`src/rtl/midi_step_sequencer_unit_macros.svh`:
```
// Assertion macros shared by the step sequencer RTL.
// Each macro samples on clk and is disabled while rst_n is low.
`ifndef MIDI_STEP_SEQUENCER_UNIT_MACROS_SVH
`define MIDI_STEP_SEQUENCER_UNIT_MACROS_SVH

// Condition that must hold at every clock edge.
`define MSS_ASSERT(lbl, cond, msg) \
  lbl: assert property (@(posedge clk) disable iff (!rst_n) (cond)) \
    else $error(msg);

// Consequent that must hold in the same cycle as the antecedent.
`define MSS_ASSERT_IMPL(lbl, ante, cons, msg) \
  lbl: assert property (@(posedge clk) disable iff (!rst_n) (ante) |-> (cons)) \
    else $error(msg);

// Consequent that must hold in the cycle after the antecedent.
`define MSS_ASSERT_NEXT(lbl, ante, cons, msg) \
  lbl: assert property (@(posedge clk) disable iff (!rst_n) (ante) |=> (cons)) \
    else $error(msg);

`endif

```
`src/rtl/mss_pkg.sv`:
```
// Shared types, codes, constants and helper functions of the step sequencer.
// Used by every module of the block; depends on nothing.
package mss_pkg;

  localparam int NUM_STEPS_DEF = 16;
  localparam int QUEUE_DEPTH   = 4;

  localparam int REG_W       = 27;
  localparam int PHASE_W     = 28;
  localparam int CFG_IDX_W   = 2;
  localparam int IN_DATA_W   = 24;
  localparam int IN_USER_W   = 3;
  localparam int OUT_DATA_W  = 32;
  localparam int OUT_USER_W  = 2;
  localparam int STEP_OUT_W  = 4;

  localparam logic [REG_W-1:0]   PERIOD_RST  = 27'd1536000;
  localparam logic [REG_W-1:0]   THRESH_RST  = 27'd768000;
  localparam logic [REG_W-1:0]   ONE_SAMPLE  = 27'd256;
  localparam logic [PHASE_W-1:0] PHASE_STEP  = 28'd256;

  localparam logic [6:0] NOTE_DEFAULT = 7'd60;
  localparam logic [7:0] OCTAVE       = 8'd12;
  localparam logic [7:0] NOTE_MAX     = 8'd127;
  localparam logic [6:0] SEQ_VELOCITY = 7'd100;

  // Configuration register indexes.
  localparam logic [CFG_IDX_W-1:0] REG_STEP_PERIOD = 2'd0;
  localparam logic [CFG_IDX_W-1:0] REG_NOTEOFF_THR = 2'd1;

  // Pattern step values.
  localparam logic [1:0] STEP_OFF  = 2'd0;
  localparam logic [1:0] STEP_ROOT = 2'd1;
  localparam logic [1:0] STEP_UP   = 2'd2;
  localparam logic [1:0] STEP_DOWN = 2'd3;

  typedef enum logic [2:0] {
    OP_TICK          = 3'd0,
    OP_NOTE_ON       = 3'd1,
    OP_NOTE_OFF      = 3'd2,
    OP_TOGGLE_RUN    = 3'd3,
    OP_CLEAR_PATTERN = 3'd4,
    OP_SET_STEP      = 3'd5
  } op_t;

  typedef enum logic [1:0] {
    KIND_STATUS   = 2'd0,
    KIND_NOTE_OFF = 2'd1,
    KIND_NOTE_ON  = 2'd2
  } kind_t;

  // One result item as it waits in the output queue.
  typedef struct packed {
    kind_t      kind;
    logic [3:0] channel;
    logic [6:0] note;
    logic [6:0] velocity;
    logic       last;
    logic [3:0] current_step;
    logic       step_valid;
    logic [6:0] root_note;
  } res_t;

  // Held-note map update request from the core to the root tracker.
  typedef struct packed {
    logic       en;
    logic [6:0] note;
    logic       on;
  } held_upd_t;

  // Index of the highest set bit of an 8-bit group.
  function automatic logic [2:0] enc8(input logic [7:0] v);
    logic [2:0] idx;
    idx = '0;
    for (int i = 0; i < 8; i++) begin
      if (v[i]) idx = 3'(i);
    end
    return idx;
  endfunction

  // Index of the highest set bit of a 16-bit group mask.
  function automatic logic [3:0] pri16(input logic [15:0] v);
    logic [3:0] idx;
    idx = '0;
    for (int i = 0; i < 16; i++) begin
      if (v[i]) idx = 4'(i);
    end
    return idx;
  endfunction

endpackage

```
`src/rtl/mss_root_track.sv`:
```
// Held-note map and highest-held-note tracker of the step sequencer.
// Depends on mss_pkg for the update struct and the encoder functions.
module mss_root_track (
  input  logic               clk,
  input  logic               rst_n,
  input  mss_pkg::held_upd_t upd,
  output logic [6:0]         root
);
  import mss_pkg::*;

  logic [127:0]      held_r, held_nxt;
  logic [15:0]       grp_any_r, grp_any_nxt;
  logic [15:0][2:0]  grp_top_r, grp_top_nxt;
  logic [3:0]        grp;
  logic [7:0]        byte_old, byte_new;
  logic [3:0]        gsel;

  // Only the group holding the updated note changes; its summary is rebuilt.
  always_comb begin
    grp      = upd.note[6:3];
    byte_old = held_r[{grp, 3'b000} +: 8];
    byte_new = byte_old;
    if (upd.en) byte_new[upd.note[2:0]] = upd.on;

    held_nxt = held_r;
    held_nxt[{grp, 3'b000} +: 8] = byte_new;

    grp_any_nxt      = grp_any_r;
    grp_any_nxt[grp] = |byte_new;
    grp_top_nxt      = grp_top_r;
    grp_top_nxt[grp] = enc8(byte_new);

    // Root reflects the map after this cycle's update.
    gsel = pri16(grp_any_nxt);
    root = (|grp_any_nxt) ? {gsel, grp_top_nxt[gsel]} : NOTE_DEFAULT;
  end

  always_ff @(posedge clk) begin
    if (!rst_n) begin
      held_r    <= '0;
      grp_any_r <= '0;
    end else begin
      held_r    <= held_nxt;
      grp_any_r <= grp_any_nxt;
    end
  end

  // The per-group top index is only read where its group flag is set.
  always_ff @(posedge clk) begin
    grp_top_r <= grp_top_nxt;
  end

endmodule

```
`src/rtl/mss_seq_core.sv`:
```
// Sequencer core: run state, step phase, pattern and result generation.
// Depends on mss_pkg and on the assertion macros header.
`include "midi_step_sequencer_unit_macros.svh"

module mss_seq_core #(
  parameter int NUM_STEPS = mss_pkg::NUM_STEPS_DEF
) (
  input  logic                       clk,
  input  logic                       rst_n,
  input  logic                       acc,
  input  mss_pkg::op_t               op,
  input  logic [6:0]                 note,
  input  logic [6:0]                 velocity,
  input  logic [3:0]                 channel,
  input  logic [3:0]                 step_index,
  input  logic [1:0]                 step_value,
  input  logic [mss_pkg::REG_W-1:0]  per,
  input  logic [mss_pkg::REG_W-1:0]  perm,
  input  logic [mss_pkg::REG_W-1:0]  thr,
  input  logic [6:0]                 root,
  output mss_pkg::held_upd_t         upd,
  output logic [1:0]                 push_n,
  output mss_pkg::res_t              res0,
  output mss_pkg::res_t              res1
);
  import mss_pkg::*;

  localparam int SW = (NUM_STEPS > 1) ? $clog2(NUM_STEPS) : 1;

  logic                          run_r, run_nxt;
  logic [PHASE_W-1:0]            phase_r, phase_nxt;
  logic [SW-1:0]                 step_r, step_nxt, step_inc;
  logic                          sounding_r, sounding_nxt;
  logic [6:0]                    snote_r, snote_nxt;
  logic [NUM_STEPS-1:0][1:0]     pattern_r, pattern_nxt;

  logic       note_is_on, reach_thr, fire, stop_note, have_b;
  logic [1:0] st;
  logic [7:0] root8, play8;
  logic [6:0] play_note;
  kind_t      a_kind;
  logic [3:0] a_ch;
  logic [6:0] a_note, a_vel;

  // Next step, its pattern entry and the clamped note it would play.
  always_comb begin
    step_inc = (step_r == SW'(NUM_STEPS - 1)) ? '0 : step_r + SW'(1);
    st       = pattern_r[step_inc];
    root8    = {1'b0, root};
    case (st)
      STEP_UP:   play8 = root8 + OCTAVE;
      STEP_DOWN: play8 = (root8 < OCTAVE) ? 8'd0 : root8 - OCTAVE;
      default:   play8 = root8;
    endcase
    play_note  = (play8 > NOTE_MAX) ? NOTE_MAX[6:0] : play8[6:0];
    note_is_on = (op == OP_NOTE_ON) && (velocity != '0);
    reach_thr  = ({1'b0, thr} <= phase_r);
    fire       = ({1'b0, per} <= phase_r);
    stop_note  = sounding_r && (reach_thr || fire);
  end

  // State update and the up to two events of the accepted item.
  always_comb begin
    run_nxt      = run_r;
    phase_nxt    = phase_r;
    step_nxt     = step_r;
    sounding_nxt = sounding_r;
    snote_nxt    = snote_r;
    pattern_nxt  = pattern_r;
    a_kind       = KIND_STATUS;
    a_ch         = '0;
    a_note       = '0;
    a_vel        = '0;
    have_b       = 1'b0;
    upd          = '0;

    if (acc) begin
      case (op)
        OP_NOTE_ON, OP_NOTE_OFF: begin
          upd.en   = 1'b1;
          upd.note = note;
          upd.on   = note_is_on;
          // Stopped: the note event passes through.
          if (!run_r) begin
            a_kind = note_is_on ? KIND_NOTE_ON : KIND_NOTE_OFF;
            a_ch   = channel;
            a_note = note;
            a_vel  = velocity;
          end
        end
        OP_TOGGLE_RUN: begin
          if (run_r) begin
            if (sounding_r) begin
              a_kind = KIND_NOTE_OFF;
              a_note = snote_r;
            end
            sounding_nxt = 1'b0;
            phase_nxt    = '0;
            step_nxt     = '0;
            run_nxt      = 1'b0;
          end else begin
            run_nxt = 1'b1;
          end
        end
        OP_CLEAR_PATTERN: begin
          pattern_nxt = '0;
        end
        OP_SET_STEP: begin
          if (int'(step_index) < NUM_STEPS) pattern_nxt[SW'(step_index)] = step_value;
        end
        OP_TICK: begin
          if (run_r) begin
            // At most one note off per tick, from the gate or the boundary.
            if (stop_note) begin
              a_kind = KIND_NOTE_OFF;
              a_note = snote_r;
            end
            sounding_nxt = sounding_r && !stop_note;
            if (fire) begin
              step_nxt  = step_inc;
              phase_nxt = phase_r - {1'b0, perm};
              if (st != STEP_OFF) begin
                sounding_nxt = 1'b1;
                snote_nxt    = play_note;
                if (stop_note) begin
                  have_b = 1'b1;
                end else begin
                  a_kind = KIND_NOTE_ON;
                  a_note = play_note;
                  a_vel  = SEQ_VELOCITY;
                end
              end
            end else begin
              phase_nxt = phase_r + PHASE_STEP;
            end
          end
        end
        default: ;
      endcase
    end
  end

  // Result items: the first event (or a status), then an optional note on.
  always_comb begin
    push_n = acc ? (have_b ? 2'd2 : 2'd1) : 2'd0;

    res0.kind         = a_kind;
    res0.channel      = a_ch;
    res0.note         = a_note;
    res0.velocity     = a_vel;
    res0.last         = !have_b;
    res0.current_step = STEP_OUT_W'(step_nxt);
    res0.step_valid   = run_nxt;
    res0.root_note    = root;

    res1.kind         = KIND_NOTE_ON;
    res1.channel      = '0;
    res1.note         = play_note;
    res1.velocity     = SEQ_VELOCITY;
    res1.last         = 1'b1;
    res1.current_step = STEP_OUT_W'(step_nxt);
    res1.step_valid   = run_nxt;
    res1.root_note    = root;
  end

  always_ff @(posedge clk) begin
    if (!rst_n) begin
      run_r      <= 1'b0;
      phase_r    <= '0;
      step_r     <= '0;
      sounding_r <= 1'b0;
      snote_r    <= '0;
      pattern_r  <= '0;
    end else begin
      run_r      <= run_nxt;
      phase_r    <= phase_nxt;
      step_r     <= step_nxt;
      sounding_r <= sounding_nxt;
      snote_r    <= snote_nxt;
      pattern_r  <= pattern_nxt;
    end
  end

  `MSS_ASSERT_IMPL(a_core_stop_silent, !run_r, !sounding_r, "note sounding while stopped")
  `MSS_ASSERT_IMPL(a_core_stop_clear, !run_r, (phase_r == '0) && (step_r == '0),
                   "phase or step not cleared while stopped")
  `MSS_ASSERT(a_core_step_range, step_r <= SW'(NUM_STEPS - 1), "step counter out of range")
  `MSS_ASSERT_IMPL(a_core_two_results, push_n == 2'd2, run_r && (op == OP_TICK) && fire,
                   "two results outside a step boundary")

endmodule

```
`src/rtl/mss_out_queue.sv`:
```
// Result queue of the step sequencer: takes up to two results per cycle,
// hands out one per transfer. Depends on mss_pkg and the assertion macros.
`include "midi_step_sequencer_unit_macros.svh"

module mss_out_queue (
  input  logic          clk,
  input  logic          rst_n,
  input  logic [1:0]    push_n,
  input  mss_pkg::res_t d0,
  input  mss_pkg::res_t d1,
  output logic          room,
  output logic          out_valid,
  input  logic          out_ready,
  output mss_pkg::res_t out_data
);
  import mss_pkg::*;

  localparam int PW = $clog2(QUEUE_DEPTH);
  localparam int CW = PW + 1;

  res_t            mem [QUEUE_DEPTH];
  logic [PW-1:0]   wr_ptr_r, wr_ptr_nxt, rd_ptr_r, rd_ptr_nxt, wr_ptr_b;
  logic [CW-1:0]   cnt_r, cnt_nxt;
  logic            pop;

  // Pointer and fill bookkeeping.
  always_comb begin
    pop        = out_valid && out_ready;
    wr_ptr_b   = wr_ptr_r + PW'(1);
    wr_ptr_nxt = wr_ptr_r + PW'(push_n);
    rd_ptr_nxt = rd_ptr_r + PW'(pop);
    cnt_nxt    = cnt_r + CW'(push_n) - CW'(pop);
  end

  // Room for the largest burst one item can cause.
  assign room      = (cnt_r <= CW'(QUEUE_DEPTH - 2));
  assign out_valid = (cnt_r != '0);
  assign out_data  = mem[rd_ptr_r];

  always_ff @(posedge clk) begin
    if (!rst_n) begin
      wr_ptr_r <= '0;
      rd_ptr_r <= '0;
      cnt_r    <= '0;
    end else begin
      wr_ptr_r <= wr_ptr_nxt;
      rd_ptr_r <= rd_ptr_nxt;
      cnt_r    <= cnt_nxt;
    end
  end

  // Storage: the first result at the write pointer, the second after it.
  always_ff @(posedge clk) begin
    if (push_n != 2'd0) mem[wr_ptr_r] <= d0;
    if (push_n == 2'd2) mem[wr_ptr_b] <= d1;
  end

  `MSS_ASSERT(a_q_fill_max, cnt_r <= CW'(QUEUE_DEPTH), "result queue overfilled")
  `MSS_ASSERT_IMPL(a_q_push_room, push_n != 2'd0, room, "result pushed without room")
  `MSS_ASSERT(a_q_ptr_fill, (wr_ptr_r - rd_ptr_r) == PW'(cnt_r),
              "queue pointers disagree with fill count")
  `MSS_ASSERT_NEXT(a_q_drain, (cnt_r == CW'(1)) && pop && (push_n == 2'd0), !out_valid,
                   "queue not empty after last entry drained")

endmodule

```
`src/rtl/midi_step_sequencer_unit.sv`:
```
// Top level of the MIDI step sequencer: configuration registers, port
// packing and the core, root tracker and result queue. Depends on mss_pkg.
//
// The block takes one item per clock cycle while in_tready is high: ticks
// (one per audio sample), note on/off, run toggle, pattern clear and step
// writes. Each item is resolved in the cycle it is transferred and yields
// one result, or two when a tick both ends the sounding note and starts the
// next one at a step boundary. Results leave through a four-entry queue at
// one per cycle while out_tready is high, so in_tready drops only while
// more than two results are waiting; a steady stream of single-result items
// runs at full rate. The root note is the highest held note (60 if none),
// taken from a 128-note map summarized in 16 groups of 8. step_period and
// noteoff_threshold are in samples with 8 fraction bits; a period below one
// sample acts as one sample. Write them only while no item is in flight.
module midi_step_sequencer_unit #(
  parameter int NUM_STEPS = mss_pkg::NUM_STEPS_DEF
) (
  input  logic                            clk,
  input  logic                            rst_n,
  // Input items.
  input  logic                            in_tvalid,
  output logic                            in_tready,
  // note[6:0], velocity[13:7], channel[17:14], step_index[21:18], step_value[23:22]
  input  logic [mss_pkg::IN_DATA_W-1:0]   in_tdata,
  // operation[2:0]
  input  logic [mss_pkg::IN_USER_W-1:0]   in_tuser,
  // Result items.
  output logic                            out_tvalid,
  input  logic                            out_tready,
  // out_channel[3:0], out_note[10:4], out_velocity[17:11], current_step[21:18],
  // step_valid[22], root_note[29:23], zero[31:30]
  output logic [mss_pkg::OUT_DATA_W-1:0]  out_tdata,
  // event_kind[1:0]
  output logic [mss_pkg::OUT_USER_W-1:0]  out_tuser,
  output logic                            out_tlast,
  // Configuration writes.
  input  logic                            cfg_valid,
  output logic                            cfg_ready,
  input  logic [mss_pkg::CFG_IDX_W-1:0]   cfg_index,
  input  logic [mss_pkg::REG_W-1:0]       cfg_data
);
  import mss_pkg::*;

  logic [REG_W-1:0] per_r, per_nxt, perm_r, perm_nxt, thr_r, thr_nxt;
  logic             cfg_wr, in_acc, room;
  held_upd_t        upd;
  logic [6:0]       root;
  logic [1:0]       push_n;
  res_t             res0, res1, res_out;

  // Configuration: the period is stored clamped, along with period minus one
  // sample, so a step boundary is a single subtract.
  assign cfg_ready = 1'b1;
  assign cfg_wr    = cfg_valid && cfg_ready;

  always_comb begin
    per_nxt  = per_r;
    perm_nxt = perm_r;
    thr_nxt  = thr_r;
    if (cfg_wr) begin
      case (cfg_index)
        REG_STEP_PERIOD: begin
          per_nxt  = (cfg_data < ONE_SAMPLE) ? ONE_SAMPLE : cfg_data;
          perm_nxt = (cfg_data < ONE_SAMPLE) ? '0 : cfg_data - ONE_SAMPLE;
        end
        REG_NOTEOFF_THR: begin
          thr_nxt = cfg_data;
        end
        default: ;
      endcase
    end
  end

  always_ff @(posedge clk) begin
    if (!rst_n) begin
      per_r  <= PERIOD_RST;
      perm_r <= PERIOD_RST - ONE_SAMPLE;
      thr_r  <= THRESH_RST;
    end else begin
      per_r  <= per_nxt;
      perm_r <= perm_nxt;
      thr_r  <= thr_nxt;
    end
  end

  // Input transfer.
  assign in_tready = room;
  assign in_acc    = in_tvalid && in_tready;

  mss_seq_core #(
    .NUM_STEPS (NUM_STEPS)
  ) u_core (
    .clk        (clk),
    .rst_n      (rst_n),
    .acc        (in_acc),
    .op         (op_t'(in_tuser)),
    .note       (in_tdata[6:0]),
    .velocity   (in_tdata[13:7]),
    .channel    (in_tdata[17:14]),
    .step_index (in_tdata[21:18]),
    .step_value (in_tdata[23:22]),
    .per        (per_r),
    .perm       (perm_r),
    .thr        (thr_r),
    .root       (root),
    .upd        (upd),
    .push_n     (push_n),
    .res0       (res0),
    .res1       (res1)
  );

  mss_root_track u_root (
    .clk   (clk),
    .rst_n (rst_n),
    .upd   (upd),
    .root  (root)
  );

  mss_out_queue u_queue (
    .clk       (clk),
    .rst_n     (rst_n),
    .push_n    (push_n),
    .d0        (res0),
    .d1        (res1),
    .room      (room),
    .out_valid (out_tvalid),
    .out_ready (out_tready),
    .out_data  (res_out)
  );

  // Output packing.
  assign out_tdata = {2'b00, res_out.root_note, res_out.step_valid, res_out.current_step,
                      res_out.velocity, res_out.note, res_out.channel};
  assign out_tuser = res_out.kind;
  assign out_tlast = res_out.last;

endmodule
```
`config.mk`:
```
export PLATFORM = sky130hd
export DESIGN_NAME = midi_step_sequencer_unit
export DESIGN_NICKNAME = d
export VERILOG_FILES = /design/src/rtl/mss_pkg.sv /design/src/rtl/mss_root_track.sv /design/src/rtl/mss_seq_core.sv /design/src/rtl/mss_out_queue.sv /design/src/rtl/midi_step_sequencer_unit.sv
export VERILOG_INCLUDE_DIRS = /design/src /design/src/rtl
export SDC_FILE = /design/constraint.sdc
export NUM_CORES = 1
export LEC_CHECK = 0
export BUFFER_PORTS_ARGS = -buffer_cell sky130_fd_sc_hd__buf_4
export CORE_UTILIZATION = 56
export CTS_CLUSTER_DIAMETER = 150
export DETAILED_ROUTE_END_ITERATION = 10
export GPL_ROUTABILITY_DRIVEN = 0
export PLACE_DENSITY = 0.76
export SYNTH_ARGS = -nofsm -noshare
export SYNTH_HDL_FRONTEND = slang
export SYNTH_SLANG_ARGS = --single-unit
```
`constraint.sdc`:
```
create_clock -name clk -period 6.3 [get_ports clk]
set_input_delay 0.63 -clock clk [delete_from_list [all_inputs] [get_ports clk]]
set_output_delay 0.63 -clock clk [all_outputs]
set_load 0.005 [all_outputs]
```
; ---- Word-level counts from Yosys, hierarchy flattened
; Memories as Yosys holds them, arrays and structs flattened. A register that Yosys moved wholly into a read port is not among the register bits.
; Index checks and enable logic that the tools add are counted.
; Widths: inputs -> output; s select.
[word_totals]
ff_bits = 353
ramBits = 132
in_bits = 61
word_cells = 225
n_memories = 1
[classes]
addsub = 12
n_lt_le_gt_ge = 14
n_eq_ne = 12
shift = 3
n_mux = 111
n_reduce_logical = 27
[mem_list]
columns = memory, depth, width, rd, rd_ports_with_merged_regs, wr, line
row1 = u_queue.mem, 4, 33, 1, 1, 2, mss_out_queue.sv:21  ; res_t mem [QUEUE_DEPTH];
[ops]
columns = cell, count
row1 = $bwmux 128, 1
row2 = $shift 8x9->128 const A, 1
row3 = $shiftx 128x8->8, 1
row4 = $shiftx 8x9->128, 1
row5 = $mux 7, 17
row6 = $mux 28, 3
row7 = $mux 4, 16
row8 = $pmux 32 s2, 1
row9 = $le 27x28->1, 2
row10 = $pmux 28 s2, 1
row11 = $mux 27, 2
row12 = $bwmux 48, 1
row13 = $mux 2, 17
row14 = $bwmux 32, 1
row15 = $mux 3, 10
row16 = $add 28x9->28 const B, 1
row17 = $sub 28x27->28, 1
row18 = $lt 27x9->1 const B, 1
row19 = $sub 27x9->27 const B, 1
row20 = $mux 1, 23
row21 = $pmux 7 s3, 1
row22 = $lt 4x5->1 const B, 4
row23 = $mux 9, 2
row24 = $bwmux 16, 1
row25 = 49 further kinds, 69

; ---- Depth between registers and ports, before layout
[logic_depth]
ltp_word = 41
depth_mapped = 30

; ---- Hierarchy
; Synthesis repeated with hierarchy kept, for this count alone.
[hier_totals]
hier_cells = 2876
area_unflattened_um2 = 26799.5
[by_module_without_submodules]
columns = module, n_inst, cells_each, area_each_um2, seq_area_each_um2
row1 = mss_root_track, 1, 1124, 9302.7, 3843.7
row2 = mss_seq_core, 1, 1046, 7674.9, 1461.4
row3 = mss_out_queue, 1, 366, 6884.1, 4103.9
row4 = midi_step_sequencer_unit, 1, 340, 2937.8, 1461.4

; ---- Worst setup path before layout
; Ideal clock, no wire load.
[synth_path]
kind = input to register
from = input in_tuser[1] (netlist name)
to = memory u_queue.mem[0][24] (netlist name), data pin
arrival_ns = 6.180
slack_ns = -0.144
stages = 29
n_path_buf = 6
cell_sequence = buf_2 > xor2_2 > and4_1 > buf_4 > buf_6 > buf_6 > and2_1 > inv_1 > ha_1 > clkbuf_1 > nand3_2 > a22o_1 > a221o_1 > nor4b_1 > nor4b_1 > nor2_1 > o21ai_4 > buf_6 > mux4_2 > a211oi_4 > inv_1 > ha_1 > nand2b_1 > o41ai_2 > inv_2 > a311oi_1 > o21a_2 > o21a_1 > o22ai_1
[synth_rtl]
columns = element, line
row1 = start: declaration, midi_step_sequencer_unit.sv:26  ; input logic [mss_pkg::IN_USER_W-1:0] in_tuser,
row2 = end: declaration, mss_out_queue.sv:21

==> results by group <==
Yosys
  • Share of the yosys chip area belonging to registers: 0.413
  • Predominant post-synthesis flop cell: sky130_fd_sc_hd__dfxtp_1
  • Synth unique cells: 104
  • Netlist area before placement: 25,000 um^2
  • Post-synthesis register bit count: 477
  • Number of warnings issued by yosys: 0
  • Number of synthesized flops with an enable pin: 76
  • Syn_area_per_cell: 8.90 um^2
  • FFs w/ async S/R, synth: 0
  • Mapped Cells: 2,804

Worst setup path
  • Startpoint of the worst register-to-register path: u_queue.cnt_r[1]
  • Capturing point of the worst reg2reg path: u_queue.mem[0][24]
  • Crit-path max FO: 11
  • Type of element capturing the critical path: flip-flop
  • Internal reg-to-reg setup slack: 0.42 ns
  • Worst setup path class: reg -> reg
  • Startpoint type of the worst setup path: flip-flop
  • Critical Path End: u_queue.mem[0][24]
  • Data required time at the worst endpoint: 6.65 ns
  • Worst EP arrival: 6.23 ns
  • Reg2Reg Depth: 23
  • Launch point of the worst path: u_queue.cnt_r[1]

Placement
  • DP HPWL: 49.9 mm
  • Placed cell areas: 26,400 um^2
  • Count of input and output buffers: 95

Clock network
  • Buffer cell driving the clock tree root: sky130_fd_sc_hd__clkbuf_16
  • Later-pin clock latency in the skew report: 0.62 ns
  • Clock Sink Count: 477
  • Count of H-tree levels built during CTS: 2
  • Number of clock buffers inserted by TritonCTS: 50
  • Post-CTS clock slew at the launch and capture registers of the worst setup and hold paths: 0.06 ns
  • Max Buffers Root-to-Sink: 3
  • # Post-CTS Setup Buffers: 0
  • Post_cts resized: 0
  • Number of hold buffers added after CTS: 0
  • Clock tree from TritonCTS: built

Min path
  • Class of the tightest hold or removal check: in -> reg

Status
  • Result of the run: finished, final reports clean

Die
  • Initial cell density of the core: 0.573
  • Core ar.: 43,600 um^2
  • Total die area: 45,400 um^2
  • Die outline height: 213 um
  • Count of boundary I/O pins: 99
  • Width of the die: 213 um
  • Std-Cell Rows: 76

Drt
  • DR vias: 22,200
  • ANT nets after route: 0
  • First-pass detailed-route iteration total: 9
  • Final routed DRC violation total: 0
  • Total wire length after detailed routing: 71.0 mm
  • First-iteration detailed-routing DRC count: 2,506
  • Average detailed-routed wire length per instance: 20.2 um
  • Vias per inst: 6.32

Global routing
  • Vias in the first global route: 21,500
  • First-pass GRT wire length: 113 mm
  • Global-route usage over all layers: 0.313
  • Initial antenna violation count: 0
  • GRT Residual Overflow: 0
  • Pin count of the biggest net entering global routing: 195

Cells and area
  • Final cell utilization of the core: 0.646
  • Final #Nets: 3,040
  • Post-route design area: 28,100 um^2
  • Layout filler cell count: 3,621
  • Register area: 10,300 um^2
  • Multi-input combinational cell area: 13,500 um^2
  • Antenna fix cells: 0
  • Area growth, synth to finish: 12.7%
  • Share of final-layout standard cells stronger than drive strength 1: 0.137

Job
  • Max capacitance violation total: 0

Power and ir drop
  • Internal power component: 6.19 mW
  • Comb power frac: 0.265
  • Final total power: 8.96 mW
  • Fraction of power spent switching nets: 0.309
  • P_sw: 2.77 mW
  • Clock network fraction of total power: 0.339
  • Leak: 10.7 nW
  • Worst vdd rail ir drop: 0.220 mV
  • Power density relative to cell area: 318 nW/um^2
  • Seq pwr share: 0.396

STA
  • Transition at the pin with the smallest max-transition slack: 1.32 ns
  • Final worst path period share: 0.933
  • Maximum clock rate: 170 MHz
  • Worst hold-check slack: 0.261 ns
  • Clock Skew: 0.0219 ns
  • Final worst path period need: 5.88 ns
  • Post-route setup TNS: 0 ns
  • Tightest slew margin relative to the limit: 0.119
  • Final number of max-transition violations: 0
  • Setup repair after global routing missed its margin: false
  • Final Hold Viols: 0
  • Setup violation total in the final timing report: 0
==> flip-flops by register name (all words and copies together) (netlist names) <==
signal	cells
u_queue.rd_ptr_r	2
u_queue.wr_ptr_r	2
u_root.grp_any_r	16
u_queue.cnt_r	3
u_core.sounding_r	1
per_r	27
u_root.grp_top_r	48
u_root.held_r	128
thr_r	27
u_core.run_r	1
u_core.phase_r	28
u_core.snote_r	7
u_queue.mem	132
perm_r	19
u_core.step_r	4
u_core.pattern_r	32
==> per-layer routing <==
metal / routed length, um / vias to the layer above / GRT usage
li1: - / 10300 / -
met3: 6060 / 193 / 0.0490
met1: 29600 / 10700 / 0.413
met5: 0 / - / 0
met2: 33000 / 1029 / 0.516
met4: 2250 / 0 / 0.112
==> metrics by stage <==
step	worst slack [ns]	cells
floorplan	0.0889	2805
global placement	0.273	3414
detailed placement	0.150	3414
CTS	0.464	3508
global route	0.113	3508
finish	0.420	3508
==> kinds of logic (layout without fill, tap and decap cells) <==
| group | Yosys count | count (layout) | share of synthesized area |
|---|---|---|---|
| fa+ha+maj | 98 | 98 | 0.0497 |
| xor+xnor | 52 | 52 | 0.0186 |
| buf+inv | 273 | 391 | 0.0467 |
| other cells | 2 | 3 | 0.000301 |
| simple gates | 1011 | 1011 | 0.183 |
| compound gates | 723 | 723 | 0.193 |
| mux | 168 | 168 | 0.0957 |
| flops | 477 | 477 | 0.413 |
==> power groups by stage <==
stage / combinational [mW] / sequential [mW] / clock [mW]
3_5_place_dp: 2.33 / 3.60 / 0
6_report: 2.37 / 3.55 / 3.03
5_1_grt: 2.55 / 3.58 / 3.18
4_1_cts: 2.34 / 3.54 / 3.06
3_3_place_gp: 2.27 / 3.58 / 0
2_1_floorplan: 1.52 / 3.54 / 0
==> final cells by class <==
class / instances / area share
tap: 585 / 0.0260
clock buffer: 77 / 0.0546
timing repair buffer: 194 / 0.0522
sequential: 477 / 0.367
clock inverter: 17 / 0.00569
multi-input combinational: 2055 / 0.481
inverter: 103 / 0.0140
==> layout by cell type, fill, tap and decap left out, drive strengths merged, types with 14 or more instances in the layout <==
cell type	synthesis	final
nor2	404	404
edfxtp	76	76
a21o	29	29
and3	35	35
mux4	54	54
o21a	17	17
nand3	56	56
nand4	16	16
o22ai	31	31
a22o	35	35
buf	43	194
a22oi	80	80
inv	103	106
clkbuf	127	77
nor3	57	57
o21ai	164	164
xor2	14	14
nand2b	26	26
nor2b	21	21
mux2i	96	96
xnor2	38	38
and2	30	30
nand2	297	297
a31oi	17	17
a211oi	36	36
o211ai	18	18
ha	96	96
a21oi	187	187
dfxtp	401	401
mux2	18	18
==> worst max-delay path, stage by stage, from the launching register on <==
cell and delay [ns]:
sky130_fd_sc_hd__dfxtp_1 0.34, sky130_fd_sc_hd__a21oi_4 0.32, sky130_fd_sc_hd__and4_1 0.49, sky130_fd_sc_hd__o21ai_1 0.22, sky130_fd_sc_hd__a221oi_1 0.35, sky130_fd_sc_hd__a32oi_1 0.16, sky130_fd_sc_hd__or2_1 0.37, sky130_fd_sc_hd__buf_4 0.20
sky130_fd_sc_hd__o41ai_2 0.39, sky130_fd_sc_hd__and2_1 0.37, sky130_fd_sc_hd__o21ai_4 0.14, sky130_fd_sc_hd__mux2i_1 0.24, sky130_fd_sc_hd__nand2_1 0.10, sky130_fd_sc_hd__and4_4 0.20, sky130_fd_sc_hd__a211oi_4 0.22, sky130_fd_sc_hd__inv_1 0.07
sky130_fd_sc_hd__ha_1 0.18, sky130_fd_sc_hd__nand2b_1 0.15, sky130_fd_sc_hd__o41ai_2 0.34, sky130_fd_sc_hd__inv_2 0.07, sky130_fd_sc_hd__a311oi_1 0.26, sky130_fd_sc_hd__o21a_2 0.23, sky130_fd_sc_hd__o21a_1 0.12, sky130_fd_sc_hd__o22ai_1 0.07
==> cells in the mapped netlist, types with 8 or more instances <==
master                     count  share of area
sky130_fd_sc_hd__a211oi_1     33         0.0099
sky130_fd_sc_hd__a21o_1       29         0.0087
sky130_fd_sc_hd__a21oi_1     184          0.037
sky130_fd_sc_hd__a221oi_1      8         0.0028
sky130_fd_sc_hd__a22o_1       35          0.012
sky130_fd_sc_hd__a22oi_1      80          0.024
sky130_fd_sc_hd__a31oi_1      15         0.0038
sky130_fd_sc_hd__and2_1       29         0.0073
sky130_fd_sc_hd__and3_1       35         0.0088
sky130_fd_sc_hd__buf_1        14         0.0021
sky130_fd_sc_hd__buf_2         9         0.0018
sky130_fd_sc_hd__buf_4         8         0.0024
sky130_fd_sc_hd__buf_6        10         0.0045
sky130_fd_sc_hd__clkbuf_1    126          0.019
sky130_fd_sc_hd__dfxtp_1     401           0.32
sky130_fd_sc_hd__edfxtp_1     76          0.091
sky130_fd_sc_hd__ha_1         96          0.048
sky130_fd_sc_hd__inv_1       100          0.015
sky130_fd_sc_hd__mux2_2       11         0.0050
sky130_fd_sc_hd__mux2i_1      96          0.039
sky130_fd_sc_hd__mux4_2       54          0.049
sky130_fd_sc_hd__nand2_1     297          0.045
sky130_fd_sc_hd__nand2b_1     26         0.0065
sky130_fd_sc_hd__nand3_1      55          0.011
sky130_fd_sc_hd__nand4_1      16         0.0040
sky130_fd_sc_hd__nor2_1      399          0.060
sky130_fd_sc_hd__nor2b_1      21         0.0053
sky130_fd_sc_hd__nor3_1       54          0.011
sky130_fd_sc_hd__nor3b_1       8         0.0024
sky130_fd_sc_hd__nor4_1       11         0.0028
sky130_fd_sc_hd__o211ai_1     17         0.0051
sky130_fd_sc_hd__o21a_1       16         0.0048
sky130_fd_sc_hd__o21ai_0     156          0.031
sky130_fd_sc_hd__o221ai_1     10         0.0035
sky130_fd_sc_hd__o22a_1        9         0.0032
sky130_fd_sc_hd__o22ai_1      30         0.0075
sky130_fd_sc_hd__or3_1        12         0.0030
sky130_fd_sc_hd__xnor2_1      38          0.013
sky130_fd_sc_hd__xor2_1       13         0.0046
==> worst min-delay path by stage <==
stage,start,endpoint,slack [ns],cells after the start
6_report,cfg_data[1],per_r[1],0.26,3
5_1_grt,in_tdata[15],u_queue.mem[3][28],0.27,2
4_1_cts,in_tdata[17],u_queue.mem[2][30],0.25,2
3_5_place_dp,perm_r[8],perm_r[8],0.45,1
3_3_place_gp,u_queue.mem[1][31],u_queue.mem[1][31],0.43,2
2_1_floorplan,u_queue.mem[3][31],u_queue.mem[3][31],0.42,2
(Power assumes the default switching activity.)
